File: src/vtea_pkg.sv
// Shared types, constants and helpers for the vertex transform / edge assembly block.
// No dependencies; every other file imports this package.
`default_nettype none

package vtea_pkg;

  // Matrix entries are fixed-width signed fixed point
  localparam int unsigned MAT_ENTRY_W = 16;
  localparam int unsigned MAT_ROW_W   = 4 * MAT_ENTRY_W;
  localparam int unsigned NUM_ROWS    = 3;

  // Default datapath format
  localparam int unsigned DEF_COORD_WIDTH = 16;
  localparam int unsigned DEF_FRAC_BITS   = 8;

  // Vertex queue between transform and assembly
  localparam int unsigned QUEUE_DEPTH = 4;

  // Polygon sizes, stored in the 3-bit vertex counter
  localparam logic [2:0] TRI_VERTS  = 3'd3;
  localparam logic [2:0] QUAD_VERTS = 3'd4;
  localparam logic [2:0] NO_VERTS   = 3'd0;

  typedef enum logic [1:0] {
    MODE_NONE = 2'd0,
    MODE_TRI  = 2'd1,
    MODE_QUAD = 2'd2
  } poly_mode_e;

  typedef enum logic [1:0] {
    CFG_POLY_MODE = 2'd0,
    CFG_ROW0      = 2'd1,
    CFG_ROW1      = 2'd2,
    CFG_ROW2      = 2'd3
  } cfg_index_e;

  // Configuration seen by the datapath
  typedef struct packed {
    poly_mode_e                            mode;
    logic [NUM_ROWS-1:0][MAT_ROW_W-1:0]   rows;
  } cfg_t;

  // Vertices per polygon for a mode; zero means no assembly
  function automatic logic [2:0] mode_limit(input poly_mode_e mode);
    logic [2:0] lim;
    unique case (mode)
      MODE_TRI:  lim = TRI_VERTS;
      MODE_QUAD: lim = QUAD_VERTS;
      default:   lim = NO_VERTS;
    endcase
    return lim;
  endfunction

endpackage

`default_nettype wire

File: src/vtea_fifo.sv
// Short vertex queue that decouples the transform pipe from edge assembly.
// Flip-flop storage, depth from vtea_pkg::QUEUE_DEPTH (power of two).
`default_nettype none

module vtea_fifo #(
  parameter int unsigned COORD_WIDTH = vtea_pkg::DEF_COORD_WIDTH
) (
  input  wire logic                        clk_i,
  input  wire logic                        rst_ni,
  input  wire logic                        push_valid_i,
  output logic                             push_ready_o,
  input  wire logic [2:0][COORD_WIDTH-1:0] push_data_i,
  output logic                             pop_valid_o,
  input  wire logic                        pop_ready_i,
  output logic [2:0][COORD_WIDTH-1:0]      pop_data_o
);
  import vtea_pkg::*;

  localparam int unsigned PTR_W = $clog2(QUEUE_DEPTH);
  localparam int unsigned CNT_W = $clog2(QUEUE_DEPTH + 1);

  logic [2:0][COORD_WIDTH-1:0] mem_q [QUEUE_DEPTH];
  logic [PTR_W-1:0]            wr_ptr_q, rd_ptr_q;
  logic [CNT_W-1:0]            cnt_q;
  logic                        push, pop;

  assign push_ready_o = (cnt_q != CNT_W'(QUEUE_DEPTH));
  assign pop_valid_o  = (cnt_q != '0);
  assign push         = push_valid_i & push_ready_o;
  assign pop          = pop_valid_o & pop_ready_i;
  assign pop_data_o   = mem_q[rd_ptr_q];

  // Advance pointers and occupancy
  always_ff @(posedge clk_i or negedge rst_ni) begin
    if (!rst_ni) begin
      wr_ptr_q <= '0;
      rd_ptr_q <= '0;
      cnt_q    <= '0;
    end else begin
      if (push) wr_ptr_q <= wr_ptr_q + 1'b1;
      if (pop)  rd_ptr_q <= rd_ptr_q + 1'b1;
      if (push && !pop) begin
        cnt_q <= cnt_q + 1'b1;
      end else if (pop && !push) begin
        cnt_q <= cnt_q - 1'b1;
      end
    end
  end

  // Write storage
  always_ff @(posedge clk_i) begin
    if (push) mem_q[wr_ptr_q] <= push_data_i;
  end

`ifndef SYNTHESIS
  a_cnt_bound: assert property (@(posedge clk_i) disable iff (!rst_ni)
    cnt_q <= CNT_W'(QUEUE_DEPTH))
    else $error("vertex queue occupancy out of range");
`endif

endmodule

`default_nettype wire

File: config.mk
export PLATFORM = sky130hd
export DESIGN_NAME = vtea_fifo
export DESIGN_NICKNAME = d
export VERILOG_FILES = /design/src/vtea_pkg.sv /design/src/vtea_fifo.sv
export SDC_FILE = /design/constraint.sdc
export NUM_CORES = 1
export LEC_CHECK = 0
export ABC_CLOCK_PERIOD_IN_PS = 5600
export BUFFER_PORTS_ARGS = -buffer_cell sky130_fd_sc_hd__clkbuf_2
export CAP_MARGIN = 30
export CORE_UTILIZATION = 50
export CTS_CLUSTER_SIZE = 40
export DETAILED_ROUTE_END_ITERATION = 10
export HOLD_SLACK_MARGIN = 0.1
export PLACE_DENSITY_LB_ADDON = 0.15
export SKIP_CTS_REPAIR_TIMING = 1
export SYNTH_ARGS = -nofsm -noshare
export SYNTH_HDL_FRONTEND = slang
export SYNTH_SLANG_ARGS = --single-unit
File: constraint.sdc
create_clock -name clk_i -period 5.6 [get_ports clk_i]
set_clock_uncertainty 0.05 [all_clocks]
set_input_delay 1.12 -clock clk_i [delete_from_list [all_inputs] [get_ports clk_i]]
set_output_delay 1.12 -clock clk_i [all_outputs]
set_load 0.02 [all_outputs]
* After elaboration in Yosys (flattened, before gate mapping) *
Memories as Yosys holds them, arrays and structs flattened.
Index checks and enable logic that the tools add are counted.

storage, ports and cells
  bits in registers = 7
  bits in writable memories = 192
  bits of input ports = 52
  output and inout port bits = 50
  word-level logic and storage cells = 21
  memories = 1

cells by class
  add/sub/neg operators = 4
  equal/unequal tests = 1
  mux-type cells = 4
  bitwise gates (word level) = 2
  reductions and logical operators = 6

memories
  name   depth  bits a word  rd ports  clocked after memory_dff  write ports  line             source
  mem_q  4      48           1         0                         1            vtea_fifo.sv:22  logic [2:0][COORD_WIDTH-1:0] mem_q [QUEUE_DEPTH];

operators with widths
  cell                 count
  $mux 3               2
  $add 2x1->2 const B  2
  $add 3x1->3 const B  1
  $ne 3x3->1 const B   1
  $reduce_bool 3->1    1
  $sub 3x1->3 const B  1
  $and 1x1->1          2
  $logic_and 1x1->1    2
  $logic_not 1->1      2
  $mux 1               2
  $reduce_bool 2->1    1

* Logic depth before layout (Yosys ltp) *
  word-level depth = 6
  depth in mapped cells = 8
  gate-level depth less buffers = 8

* Worst setup path before layout *
No wires, ideal clock.

  path type = input to register
  from = in push_valid_i
  to = mem mem_q[0][0] in the netlist's numbering (enable)
  setup time = 410 ps
  arrival = 2572 ps
  data required time = 5140 ps
  setup slack = 2567 ps
  cell stages on the path = 2
  path through = a21boi_2 > and2_1

on the way
  cells in the longest elaborated chain, start to end = 3

ends and longest elaborated chain
  element                       line             source
  start, declared               vtea_fifo.sv:10  input wire logic push_valid_i,
  $and 1x1->1                   vtea_fifo.sv:29  assign push = push_valid_i & push_ready_o;
  $mux 1                        vtea_fifo.sv:52  if (push) mem_q[wr_ptr_q] <= push_data_i;
  $mux 1 (not written as such)  vtea_fifo.sv:52
  end, declared                 vtea_fifo.sv:22

Every way passes these cells.

==> qor.csv <==
metric;value;unit
ys_ff_latch;199;
period_share;0.616;
worst_ir_drop_vdd;0.000276;V
yosysSeqAreaShare;0.804;
cts_num_sinks;199;
slew_headroom;0.475;
die_w;124;um
synth.area.top_cells;edfxtp_1 (78%), mux4_2 (15%), dfrtp_1 (2.4%);
synthCells;286;
num_vias;3261;
power_frac_seq;0.433;
grt_pass1_vias;3402;
crit_fanout;30;
cts_tree;built;
overflow;0;
synth_mux_area_frac;0.149;
gp_congestion;0.658;
clk_path_buf_depth;2;
fin_cells;598;
synth_common_cells;edfxtp_1 (192), mux4_2 (48), dfrtp_1 (7), buf_12 (5), ha_1 (5);
insertion_delay;0.43;ns
leakagePower;3.02;nW
slowest_stage;dfrtp_2;
holdWs;0.468;ns
dieArea;15300;um2
drt_iter0_markers;227;
path_buf_inv;2;
clkSlewWorstSetupHoldPaths;0.07;ns
syn-num-nets;344;
wirelength;12400;um
worst_setup_path_end_kind;primary output;
place_area;8060;um2
timing.fmax;0.290;GHz
p_int;3.36;mW
rsz0062_at_grt;no;
fin_area;8700;um2
avgSynthCellArea;25.8;um2
finalSetupViolCount;0;
tightest_slew;0.787;ns
synthFlopType;edfxtp_1;
yosys_warnings;0;
multi_input_area;1310;um2
path_depth;3;
hold_viol;0;
status;finished clean;
p_switching;1.49;mW
wl_per_cell;20.7;um
synth_area_leader_cell;edfxtp_1;
use_met3;0.0554;
cts-buffers-inserted;17;
synthXorXnorAreaFrac;0.00711;
placed_cells;566;
netlist_area;7390;um2
synth_edf_count;192;
gr-max-usage-layer;met2;
synth-simple-area-share;0.00694;
diodes;0;
htree_levels;4;
cap_violations;0;
grt_max_degree;40;
async_flop_share;0.0352;
seqCellArea;5950;um2
worstPathCellList;buf_4 > mux4_2 > clkbuf_2;
viasPerCell;5.45;
syn2layout_area_growth;17.6;%
critPathTopFamily;flip-flops;
synth_cell_type_count;19;
swShare;0.308;
synth_fa_ha_area_frac;0.0112;
yosysMostFrequentCell;edfxtp_1;
grt_use_met2;0.284;
drcViolationCount;0;
antenna_found_initial;0;
grt_pass1_wl;18600;um
use_met1;0.224;
synth_compound_gate_area_share;0.00152;
initial_core_util;0.511;
io_pins;102;
min_period;3.45;ns
pwr-share-clk;0.265;
core_area;14500;um2
drtPass1Iterations;4;
synth_top_cell_area_share;0.780;
post-dp-hpwl;7330;um
finalMaxSlewViolations;0;
drive_above_1_share;0.466;
cp.required;4.43;ns
synth_top_family_by_area;multiplexers;
final.fill_count;1035;
final.setup.tns;0;ns
path_class;register to primary output;
r2r_cells;4;
nNetsFinal;459;
worstHoldPathType;primary input to asynchronous set/reset pin;
root_buffer;clkbuf_16;
cp_slowest_stage_delay;0.72;ns
powerDensity;558;nW/um2
io_buffers;101;
combPwrFrac;0.301;
die_y;124;um
cp_data_arrival_time;2.28;ns
rows;44;
antenna_left;0;
grtUsageTotal;0.176;
crit_path_start_kind;register;
==> area by class of cell <==
type	count	area share
clock buffer	21	0.0529
clock inverter	11	0.0197
inverter	3	0.00129
multi-input combinational	73	0.150
sequential	199	0.684
tap	184	0.0265
timing repair buffer	107	0.0656
==> metal layers <==
layer,up-vias,share of wire
li1,1440,-
met1,1734,0.42
met2,72,0.52
met3,15,0.046
met4,0,0.013
met5,-,0
==> stage by stage <==
step	setup slack [ns]	util	power, mW
final	2.15	0.601	4.85
after global routing	2.02	0.601	5.09
after CTS	2.07	0.601	4.93
after detailed placement	2.40	0.557	3.64
after global placement	2.41	0.555	3.60
after floorplan	2.57	-	3.23
==> final timing paths <==
kind,start,to,slack [ns]
setup / recovery,rd_ptr_q[1]$_DFFE_PN0P_,pop_data_o[19],2.15
hold / removal,rst_ni,cnt_q[2]$_DFFE_PN0P_,0.47
setup reg to reg,cnt_q[0]$_DFFE_PN0P_,mem_q[0][12]$_DFFE_PP_,3.14
hold reg to reg,cnt_q[2]$_DFFE_PN0P_,cnt_q[2]$_DFFE_PN0P_,0.48
max in group asynchronous,rst_ni,rd_ptr_q[0]$_DFFE_PN0P_,4.83
min in group clk_i,cnt_q[2]$_DFFE_PN0P_,cnt_q[2]$_DFFE_PN0P_,0.48
==> power groups by stage <==
stage	combinational [mW]	clock [mW]	sequential, mW
after global routing	1.59	1.37	2.14
final	1.46	1.29	2.10
after detailed placement	1.50	0	2.14
after floorplan	1.17	0	2.06
after CTS	1.50	1.32	2.11
after global placement	1.38	0	2.22
==> placed cells by master, fill, tap and decap left out <==
| master | count |
|---|---|
| a21boi_2 | 1 |
| and2_2 | 4 |
| buf_16 | 1 |
| buf_4 | 5 |
| bufinv_16 | 4 |
| clkbuf_1 | 2 |
| clkbuf_16 | 17 |
| clkbuf_2 | 101 |
| clkbuf_8 | 2 |
| clkinv_1 | 1 |
| clkinv_2 | 1 |
| clkinv_4 | 2 |
| clkinvlp_4 | 1 |
| dfrtp_1 | 5 |
| dfrtp_2 | 1 |
| dfrtp_4 | 1 |
| edfxtp_1 | 192 |
| fa_1 | 1 |
| ha_1 | 5 |
| inv_1 | 3 |
| inv_6 | 2 |
| mux2_2 | 2 |
| mux4_2 | 48 |
| nand2_1 | 2 |
| nand3_1 | 1 |
| nor2_1 | 2 |
| or3_1 | 1 |
| xnor2_1 | 4 |
| xor2_1 | 2 |
==> cell families (layout without fill, tap and decap cells) <==
family / Yosys count / in the layout
and+or+nand+nor: 10 / 10
DFF: 199 / 199
xor gates and xnor gates: 6 / 6
adders and majority gates: 6 / 6
buffers and inverters: 14 / 142
muxes: 50 / 50
AOI/OAI and AO/OA: 1 / 1
==> sequential cells by signal, indices dropped and copies added, names as in the netlist <==
register and flops:
cnt_q 3, wr_ptr_q 2, rd_ptr_q 2, mem_q 192
(Power assumes the default switching activity.)
