$ cat src/vtea_pkg.sv
// Shared types, constants and helpers for the vertex transform / edge assembly block.
// No dependencies; every other file imports this package.
`default_nettype none

package vtea_pkg;

  // Matrix entries are fixed-width signed fixed point
  localparam int unsigned MAT_ENTRY_W = 16;
  localparam int unsigned MAT_ROW_W   = 4 * MAT_ENTRY_W;
  localparam int unsigned NUM_ROWS    = 3;

  // Default datapath format
  localparam int unsigned DEF_COORD_WIDTH = 16;
  localparam int unsigned DEF_FRAC_BITS   = 8;

  // Vertex queue between transform and assembly
  localparam int unsigned QUEUE_DEPTH = 4;

  // Polygon sizes, stored in the 3-bit vertex counter
  localparam logic [2:0] TRI_VERTS  = 3'd3;
  localparam logic [2:0] QUAD_VERTS = 3'd4;
  localparam logic [2:0] NO_VERTS   = 3'd0;

  typedef enum logic [1:0] {
    MODE_NONE = 2'd0,
    MODE_TRI  = 2'd1,
    MODE_QUAD = 2'd2
  } poly_mode_e;

  typedef enum logic [1:0] {
    CFG_POLY_MODE = 2'd0,
    CFG_ROW0      = 2'd1,
    CFG_ROW1      = 2'd2,
    CFG_ROW2      = 2'd3
  } cfg_index_e;

  // Configuration seen by the datapath
  typedef struct packed {
    poly_mode_e                            mode;
    logic [NUM_ROWS-1:0][MAT_ROW_W-1:0]   rows;
  } cfg_t;

  // Vertices per polygon for a mode; zero means no assembly
  function automatic logic [2:0] mode_limit(input poly_mode_e mode);
    logic [2:0] lim;
    unique case (mode)
      MODE_TRI:  lim = TRI_VERTS;
      MODE_QUAD: lim = QUAD_VERTS;
      default:   lim = NO_VERTS;
    endcase
    return lim;
  endfunction

endpackage

`default_nettype wire

$ cat src/vtea_asm.sv
// Back end: polygon edge assembly with an output register and a pending
// closing-edge flag. Keeps first/previous vertex and count. Uses vtea_pkg.
`default_nettype none

module vtea_asm #(
  parameter int unsigned COORD_WIDTH = vtea_pkg::DEF_COORD_WIDTH
) (
  input  wire logic                        clk_i,
  input  wire logic                        rst_ni,
  input  wire vtea_pkg::poly_mode_e        mode_i,
  input  wire logic                        vtx_valid_i,
  output logic                             vtx_ready_o,
  input  wire logic [2:0][COORD_WIDTH-1:0] vtx_i,
  output logic                             edge_valid_o,
  input  wire logic                        edge_ready_i,
  output logic [2:0][COORD_WIDTH-1:0]      edge_start_o,
  output logic [2:0][COORD_WIDTH-1:0]      edge_end_o,
  output logic                             edge_closing_o,
  output logic                             edge_last_o
);
  import vtea_pkg::*;

  logic [2:0]                  cnt_q, cnt_d, cnt_inc, limit;
  logic                        have_q, have_d;
  logic [2:0][COORD_WIDTH-1:0] first_q, first_d, prev_q, prev_d;
  logic                        pend_q, pend_d;
  logic                        ov_q, ov_d;
  logic [2:0][COORD_WIDTH-1:0] os_q, os_d, oe_q, oe_d;
  logic                        oc_q, oc_d, ol_q, ol_d;
  logic                        slot_free, pop, closing;

  assign limit     = mode_limit(mode_i);
  assign slot_free = ~ov_q | edge_ready_i;
  assign vtx_ready_o = ~pend_q & slot_free;
  assign pop       = vtx_valid_i & vtx_ready_o;
  assign cnt_inc   = cnt_q + 3'd1;
  assign closing   = (cnt_inc >= limit);

  assign edge_valid_o   = ov_q;
  assign edge_start_o   = os_q;
  assign edge_end_o     = oe_q;
  assign edge_closing_o = oc_q;
  assign edge_last_o    = ol_q;

  // Emit the pending closing edge first, else assemble the popped vertex
  always_comb begin
    cnt_d   = cnt_q;
    have_d  = have_q;
    first_d = first_q;
    prev_d  = prev_q;
    pend_d  = pend_q;
    ov_d    = ov_q & ~edge_ready_i;
    os_d    = os_q;
    oe_d    = oe_q;
    oc_d    = oc_q;
    ol_d    = ol_q;
    if (pend_q && slot_free) begin
      // closing edge: current vertex (now previous) back to the first
      os_d   = prev_q;
      oe_d   = first_q;
      oc_d   = 1'b1;
      ol_d   = 1'b1;
      ov_d   = 1'b1;
      pend_d = 1'b0;
    end else if (pop && (limit != NO_VERTS)) begin
      cnt_d  = closing ? 3'd0 : cnt_inc;
      have_d = ~closing;
      prev_d = vtx_i;
      if (!have_q) first_d = vtx_i;
      if (have_q) begin
        os_d   = prev_q;
        oe_d   = vtx_i;
        oc_d   = 1'b0;
        ol_d   = ~closing;
        ov_d   = 1'b1;
        pend_d = closing;
      end else if (closing) begin
        os_d = vtx_i;
        oe_d = vtx_i;
        oc_d = 1'b1;
        ol_d = 1'b1;
        ov_d = 1'b1;
      end
    end
  end

  // Control state
  always_ff @(posedge clk_i or negedge rst_ni) begin
    if (!rst_ni) begin
      cnt_q  <= '0;
      have_q <= 1'b0;
      pend_q <= 1'b0;
      ov_q   <= 1'b0;
    end else begin
      cnt_q  <= cnt_d;
      have_q <= have_d;
      pend_q <= pend_d;
      ov_q   <= ov_d;
    end
  end

  // Vertex store and output payload
  always_ff @(posedge clk_i) begin
    first_q <= first_d;
    prev_q  <= prev_d;
    os_q    <= os_d;
    oe_q    <= oe_d;
    oc_q    <= oc_d;
    ol_q    <= ol_d;
  end

`ifndef SYNTHESIS
  a_pend_behind_open: assert property (@(posedge clk_i) disable iff (!rst_ni)
    pend_q |-> (ov_q && !ol_q))
    else $error("pending closing edge without an open edge in the output register");

  a_open_has_pend: assert property (@(posedge clk_i) disable iff (!rst_ni)
    (ov_q && !ol_q) |-> pend_q)
    else $error("non-final edge shown with no closing edge queued");

  a_count_idle: assert property (@(posedge clk_i) disable iff (!rst_ni)
    !have_q |-> (cnt_q == 3'd0))
    else $error("vertex count nonzero with no polygon open");

  a_count_bound: assert property (@(posedge clk_i) disable iff (!rst_ni)
    cnt_q <= 3'd3)
    else $error("vertex count beyond largest open polygon");
`endif

endmodule

`default_nettype wire

$ cat config.mk
export PLATFORM = sky130hd
export DESIGN_NAME = vtea_asm
export DESIGN_NICKNAME = d
export VERILOG_FILES = /design/src/vtea_pkg.sv /design/src/vtea_asm.sv
export SDC_FILE = /design/constraint.sdc
export NUM_CORES = 1
export LEC_CHECK = 0
export BUFFER_PORTS_ARGS = -buffer_cell sky130_fd_sc_hd__buf_2
export CAP_MARGIN = 40
export CELL_PAD_IN_SITES_DETAIL_PLACEMENT = 0
export CELL_PAD_IN_SITES_GLOBAL_PLACEMENT = 1
export CORE_AREA = 4 4 130 132
export CTS_CLUSTER_DIAMETER = 30
export DETAILED_ROUTE_END_ITERATION = 7
export DIE_AREA = 0 0 134 136
export PLACE_DENSITY_LB_ADDON = 0.1
export SYNTH_ARGS = -nofsm -noshare
export SYNTH_HDL_FRONTEND = slang
export SYNTH_SLANG_ARGS = --single-unit
export TNS_END_PERCENT = 100
$ cat constraint.sdc
create_clock -name clk_i -period 12.3 [get_ports clk_i]
set_input_delay 2.46 -clock clk_i [delete_from_list [all_inputs] [get_ports clk_i]]
set_output_delay 2.46 -clock clk_i [all_outputs]
set_load 0.02 [all_outputs]
## Yosys cells after proc, flatten, opt, wreduce, memory -nomap -nowiden

Cells that the tools add are included.

| word-level totals | value |
|---|---|
| input port bits | 54 |
| word-level logic and storage cells | 63 |
| output and inout port bits | 100 |
| bits in registers | 200 |

| cells by class | value |
|---|---|
| reduce and logical (&&, ||, !) cells | 12 |
| multiplexer cells | 19 |
| $lt $le $gt $ge | 1 |
| add/subtract/negate cells | 1 |
| bitwise logic cells | 10 |
| equal/unequal tests | 2 |

Operator list:

| kind | count |
|---|---|
| $mux 48 | 7 |
| $mux 1 | 10 |
| $reduce_and 2->1 | 4 |
| $not 1->1 | 6 |
| $pmux 3 s2 | 1 |
| $reduce_bool 2->1 | 3 |
| $reduce_bool 3->1 | 2 |
| $add 3x1->3 const B | 1 |
| $and 1x1->1 | 3 |
| $ge 3x3->1 | 1 |
| $mux 3 | 1 |
| $reduce_and 3->1 | 1 |
| $eq 2x1->1 const B | 1 |
| $eq 2x2->1 const B | 1 |
| $logic_and 1x1->1 | 2 |
| $or 1x1->1 | 1 |

## Longest topological paths before layout

| depth | value |
|---|---|
| depth after elaboration | 7 |
| gate-level depth with buffers | 7 |
| depth with buffers taken out | 7 |

## Least setup slack after synthesis

No wires, ideal clock.

| path | value |
|---|---|
| path kind | input-to-reg |
| start | input edge_ready_i |
| end | register first_q[0] (netlist name) (enable) |
| path slack | 5367 ps |
| path buffers | 2 |
| library setup time | 513 ps |
| data required time | 11787 ps |
| arrival time | 6420 ps |
| stages on the path | 5 |
| path through | nand2b_4 and2_4 buf_6 clkbuf_1 nor3_1 |

| on the way | value |
|---|---|
| longest elaborated chain between the ends | 5 |
| elaborated cells between the ends (all ways) | 7 |
| classes of those cells | 4 x bitwise; 3 x reduce/logical |

RTL lines:

| element | RTL line | text |
|---|---|---|
| from (decl) | vtea_asm.sv:15 | `input wire logic edge_ready_i,` |
| $or 1x1->1 (*) | vtea_asm.sv:33 | `assign slot_free = ~ov_q \| edge_ready_i;` |
| $and 1x1->1 | vtea_asm.sv:34 | `assign vtx_ready_o = ~pend_q & slot_free;` |
| $and 1x1->1 | vtea_asm.sv:35 | `assign pop = vtx_valid_i & vtx_ready_o;` |
| $logic_and 1x1->1 | vtea_asm.sv:65 | `end else if (pop && (limit != NO_VERTS)) begin` |
| $reduce_and 3->1 (no source line) (*) | -- |  |
| to (signal assigned) | vtea_asm.sv:104 | `first_q <= first_d;` |
| to (decl) | vtea_asm.sv:25 | `logic [2:0][COORD_WIDTH-1:0] first_q, first_d, prev_q, prev_d;` |

Mark *: on every way between the ends. The rest lies on a longest branch, timed or not.
A chain may end at the register's enable or synchronous reset.

## Worst setup path after layout

| path | value |
|---|---|
| start | input edge_ready_i |
| end | output vtx_ready_o |

| on the way | value |
|---|---|
| longest elaborated chain between the ends | 2 |

RTL lines:

| element | RTL line | text |
|---|---|---|
| $or 1x1->1 | vtea_asm.sv:33 |  |
| $and 1x1->1 | vtea_asm.sv:34 |  |
| to (decl) | vtea_asm.sv:12 | `output logic vtx_ready_o,` |

Every way passes these cells.

==> reports/results.ini <==
[outcome]
status = completed

[clocking]
cts-htree-levels = 4
cts_setup_buffers = 0
clock-sinks = 200
clock_path_buffers = 2
cts_made_buffers = 17
clkLatencyLatePin_ps = 420
cts-resized-gates = 0
cts_root_buf = clkbuf_16
clkTransAtPathRegs_ps = 70
cts_tree = yes
holdBufCountCts = 0

[worst_setup_path]
path_max_fanout = 4
worstPathCellList = buf_2 > nand2b_4 > and2_1 > buf_2
cpLargestDelayFamily = simple AND/OR/NAND/NOR gates
rrSetupSlack_ps = 9220
cp_slowest_cell = and2_1
worstPathArrival_ps = 3020
cp-end-kind = primary output
cp.required_ps = 9840
slowest_delay_ps = 160
cp-start-kind = input port
crit_buf_inv = 2
worstSetupPathType = input port to primary output
cp_common_cell = buf_2

[global_route]
track_usage_pct = 16.51
grt_pass1_wl_microns = 22470
antenna_found_initial = 0
grt_max_degree = 61
grt_pass1_vias = 4097
grt-ovfl-total = 0

[pwr]
power_leakage_nw = 3.626
ir_worst_vdd_v = 0.0002142
pwr-share-comb_pct = 31.5
p_seq_share_pct = 46.6
switching_power_mw = 0.7488
finalPower_mw = 2.266
pwr-share-clk_pct = 21.9
power_density_nw_per_um2 = 250.7
p_sw_share_pct = 33.04
p_int_mw = 1.518

[die]
die_y_microns = 136
rows = 46
initial_core_util_pct = 48.01
io-pin-count = 154
die_x_microns = 134
die-area_sq_um = 18220
coreArea_sq_um = 15710

[flow_run]
max_cap_violations = 0

[layout]
mostFrequentLayoutCells = 192 x edfxtp_1, 153 x buf_2, 148 x nand2_1, 29 x mux2_2, 20 x mux2_4
num-fill-cells = 1274
multi_input_area_sq_um = 1461
antenna_cells = 0
drive_above_1_share_pct = 37.92
final_common_cell = edfxtp_1
regArea_sq_um = 5956
nNetsFinal = 673
area_delta_synth_final_pct = 19.85

[timing]
setup_viol = 0
fmax_ghz = 0.1825
slew_viol_final = 0
finalSetupTns_ps = 0
clock_skew_ps = 9.004
hold_viol_final = 0
slew_headroom_pct = 46.62
fin_crit_ps = 5481
tightest_slew_ps = 800.7
rsz0062_at_grt = no
post-route-period-util_pct = 44.56

[drt]
drc_errors = 0
viasPerCell = 4.867
first_iter_violations = 271
ant_nets = 0
dr.pass1.iters = 4
wl_microns = 14720
wire_per_inst_microns = 17.50
vias = 4093

[synthesis]
yosys.area.top_type = edfxtp_1
syn_nets = 511
post-synth-top-area-fraction_pct = 76.43
yosys-top-cells-area = edfxtp_1 76%, nand2_1 7.5%, mux2_2 4.3%, mux2_4 4.0%, dfrtp_1 2.0%
ys_ff_latch = 200
yosys_warnings = 0
seq_area_frac_synth_pct = 78.95
synth_cell_type_count = 30
netlist_area_sq_um = 7543
synth_cells = 452
syn_avg_cell_area_sq_um = 16.69

[placed_design]
finalWeightedCongestion = 0.7492
io_buffer_count = 153
dp_hpwl_microns = 8848

[hold_path]
hp-class = flip-flop to flip-flop

worst register-to-register path: stages, from the launching register on:
cell	delay (ps)
dfrtp_1	410
ha_1	240
xor2_1	170
ha_1	280
o221a_2	250
o31ai_1	140
nand2_4	410
buf_4	780
kinds of logic after synthesis:
| group | count (synthesis) | synth area share (%) |
|---|---|---|
| flops | 200 | 78.95 |
| simple gates | 162 | 8.708 |
| xor+xnor | 1 | 0.1161 |
| fa+ha+maj | 5 | 0.8293 |
| compound gates | 12 | 1.211 |
| buf+inv | 23 | 1.874 |
| mux | 49 | 8.310 |
power groups by stage:
stage / clock network (mW) / logic [mW] / registers (mW)
detailed placement: 0 / 0.731 / 1.07
floorplan: 0 / 0.363 / 1.23
global route: 0.539 / 0.778 / 1.07
global placement: 0 / 0.715 / 1.07
CTS: 0.510 / 0.732 / 1.06
finish: 0.496 / 0.713 / 1.06
flip-flops by register name, indices dropped and copies added, names as in the netlist, 3 cells and up:
register,flops
prev_q,48
edge_end_o,48
edge_start_o,48
cnt_q,3
first_q,48
synthesized netlist by cell type, drive strengths merged:
cell and instances:
ha 5, nand2 150, xor2 1, clkbuf 8, o31ai 3, or3 1
o211ai 2, nor3 2, nand2b 1, mux2 49, a21o 2, a21oi 1
o21ai 1, dfrtp 6, o221a 1, nor2 1, dfxtp 2, a22o 1
o22a 1, and2 2, nor2b 3, buf 8, inv 7, edfxtp 192
nand3 2
stage by stage:
stage	area, sq um	hold slack [ps]	setup slack, ps	utilization (%)	std cells
5_1_grt	9041	518.2	6781	57.54	841
6_report	9041	492.4	6819	57.54	841
3_3_place_gp	8517	477.6	6829	54.20	810
3_5_place_dp	8537	483.1	6819	54.33	811
4_1_cts	9041	498.0	6815	57.54	841
2_1_floorplan	7543	452.6	5367	-	452
worst paths after layout:
| path | to | start | cells after the start |
|---|---|---|---|
| worst max-delay path | vtx_ready_o | edge_ready_i | 4 |
| worst max register to register | edge_end_o[8]$_DFFE_PP_ | cnt_q[0]$_DFFE_PN0P_ | 7 |
| worst min-delay path | cnt_q[1]$_DFFE_PN0P_ | cnt_q[1]$_DFFE_PN0P_ | 2 |
| max in group asynchronous | cnt_q[2]$_DFFE_PN0P_ | rst_ni | 1 |
| worst min register to register | cnt_q[1]$_DFFE_PN0P_ | cnt_q[1]$_DFFE_PN0P_ | 2 |
| min in group asynchronous | edge_valid_o$_DFF_PN0_ | rst_ni | 1 |
metal layers:
layer,wire length [microns],GRT usage [%]
met1,6401,20.55
met3,769,5.144
met2,7368,27.68
met4,181,5.486
met5,0,0
cell type report:
class | instances | area share, %
clock buffers | 24 | 4.996
clock inverters | 6 | 0.5812
inverters | 7 | 0.2906
well taps | 216 | 2.989
multi-input cells | 229 | 16.16
flip-flops and latches | 200 | 65.87
repair buffers | 159 | 9.106
Power figures use the tool's default switching activity.
